$ cat config.mk
export PLATFORM = sky130hd
export DESIGN_NAME = smx_arith
export DESIGN_NICKNAME = d
export VERILOG_FILES = /design/src/rtl/smx_pkg.sv /design/src/rtl/smx_arith.sv
export SDC_FILE = /design/constraint.sdc
export NUM_CORES = 2
export LEC_CHECK = 0
export CORE_UTILIZATION = 29
export CTS_BUF_LIST = sky130_fd_sc_hd__clkbuf_4 sky130_fd_sc_hd__clkbuf_8 sky130_fd_sc_hd__clkbuf_16
export DETAILED_ROUTE_END_ITERATION = 12
export DONT_BUFFER_PORTS = 1
export GPL_ROUTABILITY_DRIVEN = 0
export PLACE_DENSITY = 0.47
export SYNTH_ARGS = -nofsm -noshare
export SYNTH_HDL_FRONTEND = slang
export SYNTH_SLANG_ARGS = --single-unit
export TNS_END_PERCENT = 5
$ cat constraint.sdc
create_clock -name clk -period 10 [get_ports clk]
set_clock_uncertainty 0.05 [all_clocks]
set_input_delay 2 -clock clk [delete_from_list [all_inputs] [get_ports clk]]
set_output_delay 2 -clock clk [all_outputs]
set_load 0.01 [all_outputs]
$ cat src/rtl/smx_pkg.sv
package smx_pkg;

  localparam int STACK_DEPTH = 1024;
  localparam int CONST_DEPTH = 128;
  localparam int SAW = $clog2(STACK_DEPTH);
  localparam int CAW = $clog2(CONST_DEPTH);
  localparam int CNTW = SAW + 1;

  localparam logic [4:0] OP_OPEN     = 5'd0;
  localparam logic [4:0] OP_CLOSE    = 5'd1;
  localparam logic [4:0] OP_RSVCONST = 5'd2;
  localparam logic [4:0] OP_RSVVAR   = 5'd3;
  localparam logic [4:0] OP_PUSH     = 5'd4;
  localparam logic [4:0] OP_LOAD     = 5'd5;
  localparam logic [4:0] OP_STORE    = 5'd6;
  localparam logic [4:0] OP_READIN   = 5'd7;
  localparam logic [4:0] OP_WRITE    = 5'd8;
  localparam logic [4:0] OP_WRITELN  = 5'd9;
  localparam logic [4:0] OP_ADD      = 5'd10;
  localparam logic [4:0] OP_SUB      = 5'd11;
  localparam logic [4:0] OP_MUL      = 5'd12;
  localparam logic [4:0] OP_DIV      = 5'd13;
  localparam logic [4:0] OP_MOD      = 5'd14;
  localparam logic [4:0] OP_POW      = 5'd15;
  localparam logic [4:0] OP_ABS      = 5'd16;
  localparam logic [4:0] OP_NEG      = 5'd17;
  localparam logic [4:0] OP_EQ       = 5'd18;
  localparam logic [4:0] OP_NE       = 5'd19;
  localparam logic [4:0] OP_LT       = 5'd20;
  localparam logic [4:0] OP_GT       = 5'd21;
  localparam logic [4:0] OP_LE       = 5'd22;
  localparam logic [4:0] OP_GE       = 5'd23;
  localparam logic [4:0] OP_OR       = 5'd24;
  localparam logic [4:0] OP_AND      = 5'd25;
  localparam logic [4:0] OP_NOT      = 5'd26;
  localparam logic [4:0] OP_BFALSE   = 5'd27;
  localparam logic [4:0] OP_BTRUE    = 5'd28;
  localparam logic [4:0] OP_BRA      = 5'd29;
  localparam logic [4:0] OP_NOP      = 5'd30;
  localparam logic [4:0] OP_SETCONST = 5'd31;

  localparam logic [2:0] ERR_NONE  = 3'd0;
  localparam logic [2:0] ERR_OVF   = 3'd1;
  localparam logic [2:0] ERR_UNF   = 3'd2;
  localparam logic [2:0] ERR_ADDR  = 3'd3;
  localparam logic [2:0] ERR_DIV0  = 3'd4;
  localparam logic [2:0] ERR_MOD0  = 3'd5;

  // request to the sequential arithmetic unit
  typedef struct packed {
    logic        start;
    logic [1:0]  kind;   // 0 mul, 1 div, 2 mod, 3 pow
    logic [31:0] a;
    logic [31:0] b;
  } smx_ar_req_t;

  typedef struct packed {
    logic        done;
    logic [31:0] res;
  } smx_ar_rsp_t;

  localparam logic [1:0] AK_MUL = 2'd0;
  localparam logic [1:0] AK_DIV = 2'd1;
  localparam logic [1:0] AK_MOD = 2'd2;
  localparam logic [1:0] AK_POW = 2'd3;

endpackage

$ cat src/rtl/smx_arith.sv
module smx_arith import smx_pkg::*; (
  input  logic        clk,
  input  logic        rst_n,
  input  smx_ar_req_t req,
  output smx_ar_rsp_t rsp
);

  // one radix-2 step per cycle: shift-add multiply, restoring divide,
  // square-and-multiply power (a multiply if the bit is set and a squaring per exponent bit)
  localparam logic [1:0] S_IDLE = 2'd0;
  localparam logic [1:0] S_RUN  = 2'd1;
  localparam logic [1:0] S_POW  = 2'd2;
  localparam logic [1:0] S_DONE = 2'd3;

  logic [1:0]  st_r, st_nxt;
  logic [1:0]  kind_r;
  logic [5:0]  cnt_r;
  logic [31:0] x_r, y_r, acc_r, rem_r;
  logic        neg_r;
  // power: result, base, exponent
  logic [31:0] pres_r, pbase_r, pexp_r;
  logic        pphase_r;
  logic [31:0] res_r;
  logic [32:0] trial;
  logic [31:0] rem_sh;

  assign rem_sh = {rem_r[30:0], x_r[31]};
  assign trial  = {1'b0, rem_sh} - {1'b0, y_r};

  always_comb begin
    st_nxt = st_r;
    unique case (st_r)
      S_IDLE: if (req.start) st_nxt = (req.kind == AK_POW) ? S_POW : S_RUN;
      S_RUN:  if (cnt_r == 6'd31) st_nxt = S_DONE;
      S_POW:  if (cnt_r == 6'd31 && pphase_r) st_nxt = S_DONE;
      S_DONE: st_nxt = S_IDLE;
      default: st_nxt = S_IDLE;
    endcase
  end

  always_ff @(posedge clk) begin
    if (!rst_n) begin
      st_r <= S_IDLE;
    end else begin
      st_r <= st_nxt;
    end
  end

  always_ff @(posedge clk) begin
    case (st_r)
      S_IDLE: begin
        kind_r   <= req.kind;
        cnt_r    <= '0;
        acc_r    <= '0;
        rem_r    <= '0;
        pphase_r <= 1'b0;
        pres_r   <= 32'd1;
        pbase_r  <= req.a;
        pexp_r   <= req.b;
        if (req.kind == AK_MUL) begin
          x_r <= req.a;
          y_r <= req.b;
          neg_r <= 1'b0;
        end else begin
          x_r <= req.a[31] ? 32'd0 - req.a : req.a;
          y_r <= req.b[31] ? 32'd0 - req.b : req.b;
          neg_r <= (req.kind == AK_DIV) ? (req.a[31] ^ req.b[31]) : req.a[31];
        end
      end
      S_RUN: begin
        cnt_r <= cnt_r + 6'd1;
        if (kind_r == AK_MUL) begin
          if (y_r[0]) acc_r <= acc_r + x_r;
          x_r <= {x_r[30:0], 1'b0};
          y_r <= {1'b0, y_r[31:1]};
        end else begin
          x_r <= {x_r[30:0], 1'b0};
          if (!trial[32]) begin
            rem_r <= trial[31:0];
            acc_r <= {acc_r[30:0], 1'b1};
          end else begin
            rem_r <= rem_sh;
            acc_r <= {acc_r[30:0], 1'b0};
          end
        end
      end
      S_POW: begin
        // phase 0: result *= base if bit set; phase 1: base *= base
        pphase_r <= ~pphase_r;
        if (!pphase_r) begin
          if (pexp_r[0]) pres_r <= pres_r * pbase_r;
        end else begin
          pbase_r <= pbase_r * pbase_r;
          pexp_r  <= {1'b0, pexp_r[31:1]};
          cnt_r   <= cnt_r + 6'd1;
        end
      end
      default: ;
    endcase
  end

  always_comb begin
    case (kind_r)
      AK_MUL: res_r = acc_r;
      AK_DIV: res_r = neg_r ? 32'd0 - acc_r : acc_r;
      AK_MOD: res_r = neg_r ? 32'd0 - rem_r : rem_r;
      default: begin
        if (pexp_r[31]) res_r = '0;
        else res_r = pres_r;
      end
    endcase
  end

  // negative exponents are settled by the caller
  assign rsp.done = (st_r == S_DONE);
  assign rsp.res  = res_r;

endmodule

==> flow_metrics.env <==
export IMPL_async_reset_ff_share_pct=0
export IMPL_cts_buffer_depth=3
export IMPL_muxShareOfSynthArea_pct=1.95
export IMPL_cts_made_buffers=30
export IMPL_dp_cells=6757
export IMPL_vias=32596
export IMPL_die_w_um=397
export IMPL_busiest_layer="met2"
export IMPL_initial_utilization_pct=29.3
export IMPL_io_pins=102
export IMPL_wl_per_cell_um=20.9
export IMPL_post_cts_buffers=0
export IMPL_setup_tns_ns=0
export IMPL_drive_above_1_share_pct=4.59
export IMPL_tightest_slew_ns=1.31
export IMPL_use_met2_pct=31.5
export IMPL_cts_hold_buffers_added=0
export IMPL_crit_path_start="pbase_r[2]$_DFFE_PP_"
export IMPL_maxCapViolCount=0
export IMPL_portBuffers=0
export IMPL_instances_no_fill=6815
export IMPL_clock_sinks=236
export IMPL_path_max_fanout=42
export IMPL_end_kind="register"
export IMPL_synth_cell_area_sq_mm=0.0453
export IMPL_hold_path_class="register to register"
export IMPL_synth_top_family_by_area="adder cells"
export IMPL_grt_max_degree=81
export IMPL_overflow=0
export IMPL_ys_ff_latch=236
export IMPL_grt_util_all_layers_pct=18.3
export IMPL_cp_start_kind="register"
export IMPL_die_h_um=397
export IMPL_fmax_mhz=123
export IMPL_synth_top_cell_area_share_pct=34.2
export IMPL_synth_xor_area_share_pct=5.72
export IMPL_clk_latency_ns=0.65
export IMPL_core_area_sq_mm=0.155
export IMPL_grt_use_met1_pct=24.3
export IMPL_grt_pass1_vias=34988
export IMPL_ctsResizeCount=0
export IMPL_r2r_start="pbase_r[2]$_DFFE_PP_"
export IMPL_syn_num_nets=6041
export IMPL_outcome="finished clean"
export IMPL_drv_slew=0
export IMPL_avgSynthCellArea_sq_um=9.31
export IMPL_synth_fa_ha_area_share_pct=43.3
export IMPL_synthCells=4869
export IMPL_grt_pass1_wl_mm=220
export IMPL_finalInstanceArea_sq_mm=0.0488
export IMPL_post_route_period_util_pct=81.4
export IMPL_ant_nets=0
export IMPL_cts_tree="built"
export IMPL_timing_final_hold_violations=0
export IMPL_ys_warn_count=0
export IMPL_grtUsageMet3_pct=2.77
export IMPL_place_area_sq_mm=0.0477
export IMPL_h_tree_depth=1
export IMPL_vias_per_cell=4.78
export IMPL_routed_wl_mm=143
export IMPL_area_growth_pct=7.58
export IMPL_synth_edf_count=234
export IMPL_synthFlopType="edfxtp_1"
export IMPL_synth_distinct_cells=84
export IMPL_dpl_hpwl_mm=113
export IMPL_crit_type="register to register"
export IMPL_rows=144
export IMPL_dieArea_sq_mm=0.158
export IMPL_synth_compound_area_share_pct=8.29
export IMPL_yosys_area_share_simple_pct=15.8
export IMPL_arrival_ns=8.45
export IMPL_synth_top_area_cell="fa_1"
export IMPL_drc=0
export IMPL_synthTopCellsByArea="fa_1, edfxtp_1, ha_1, inv_1, and2_1"
export IMPL_finish_utilization_pct=31.5
export IMPL_path_clk_slew_ns=0.06
export IMPL_post_route_min_period_ns=8.14
export IMPL_rsz0062_at_grt="false"
export IMPL_worstPathRequired_ns=10.31
export IMPL_hold_start="pexp_r[4]$_DFFE_PP_"
export IMPL_finalNetCount=5917
export IMPL_setup_viol=0
export IMPL_drt_iter0_markers=2115
export IMPL_antenna_found_initial=6
export IMPL_drt_pass1_iterations=5
export IMPL_cts_root_buffer="clkbuf_16"
export IMPL_timing_slew_headroom_pct=12.7
export IMPL_ys_seq_area_share_pct=15.6
[registers in the layout, indices dropped and copies added, names as in the netlist]
signal,flops
acc_r,32
cnt_r,6
kind_r,2
neg_r,1
pbase_r,32
pexp_r,32
pphase_r,1
pres_r,32
rem_r,32
st_r,2
x_r,32
y_r,32
[synth_stat cells (11+ instances only)]
| cell type | count |
|---|---|
| nand2b_1 | 18 |
| o21ai_0 | 177 |
| o211ai_1 | 11 |
| and2_1 | 458 |
| o31ai_1 | 24 |
| o21a_1 | 19 |
| ha_1 | 329 |
| a21oi_1 | 175 |
| nand3_1 | 50 |
| edfxtp_1 | 234 |
| a211oi_1 | 24 |
| o21bai_1 | 14 |
| xnor2_1 | 171 |
| mux2_2 | 50 |
| nor2b_1 | 30 |
| mux2i_1 | 32 |
| nand2_1 | 535 |
| clkbuf_1 | 210 |
| inv_1 | 896 |
| a21o_1 | 54 |
| o41ai_1 | 12 |
| nor4_1 | 14 |
| xor2_1 | 125 |
| nor3_1 | 37 |
| or3_1 | 15 |
| a31oi_1 | 22 |
| fa_1 | 774 |
| nor2_1 | 191 |
| and3_1 | 14 |
[cell type report]
cell class,instances,area (sq um)
Timing Repair Buffer,69,581
Sequential cell,236,7070
Clock inverter,14,210
Antenna cell,3,7.51
Inverter,897,3370
Clock buffer,41,883
Tap cell,2044,2560
Multi-Input combinational cell,3511,34100
Fill cell,16217,106000
[per-layer routing]
metal  vias to the layer above  wire [um]
li1                      15025          -
met1                     16662      62400
met2                       766      69000
met3                       143       8480
met4                         0       2950
met5                         -          0
[worst max-delay path, cell delays in order (launching register included)]
cell and delay [ns]:
edfxtp_1 1.05, buf_12 0.32, nand2_1 0.12, fa_1 0.56, inv_1 0.05, fa_1 0.47
inv_1 0.05, fa_1 0.47, fa_1 0.55, inv_1 0.05, fa_1 0.48, fa_1 0.68
fa_1 0.46, fa_1 0.46, ha_1 0.39, a21oi_1 0.17, nor2_1 0.05, o21ai_0 0.16
a21oi_1 0.10, a211oi_1 0.52, a21oi_1 0.22, nand3_1 0.16, nand3_1 0.07, and3b_1 0.17
[final timing paths]
check	to	slack (ns)	cells past startpoint
max	pres_r[31]$_SDFFCE_PN0P_	1.86	23
min	pexp_r[3]$_DFFE_PP_	0.50	1
max reg2reg	pres_r[31]$_SDFFCE_PN0P_	1.86	23
min reg2reg	pexp_r[3]$_DFFE_PP_	0.50	1
[cell usage in the layout, fill, tap and decap left out, drive strengths merged, types with 125 or more instances in the layout]
cell type	count
xor2	125
and2	460
xnor2	171
inv	898
nand2	536
nor2	191
a21oi	176
fa	774
o21ai	186
edfxtp	234
ha	329
[through the flow]
| step | setup slack, ns | hold WS, ns |
|---|---|---|
| 4_1_cts | 1.86 | 0.494 |
| 3_3_place_gp | 2.00 | 0.467 |
| 5_1_grt | 1.45 | 0.512 |
| 6_report | 1.86 | 0.499 |
| 2_1_floorplan | 2.33 | 0.450 |
| 3_5_place_dp | 1.96 | 0.467 |
[logic make-up after synthesis]
kind of cell | after synthesis
AND/OR/NAND/NOR | 1428
flip-flops | 236
AO/OA/AOI/OAI | 602
XOR/XNOR | 296
buffers and inverters | 1122
multiplexers | 82
adder cells (fa/ha/maj) | 1103
Power is not shown: default switching activity piles up to over one toggle a cycle in this logic, so the estimate is an artifact.
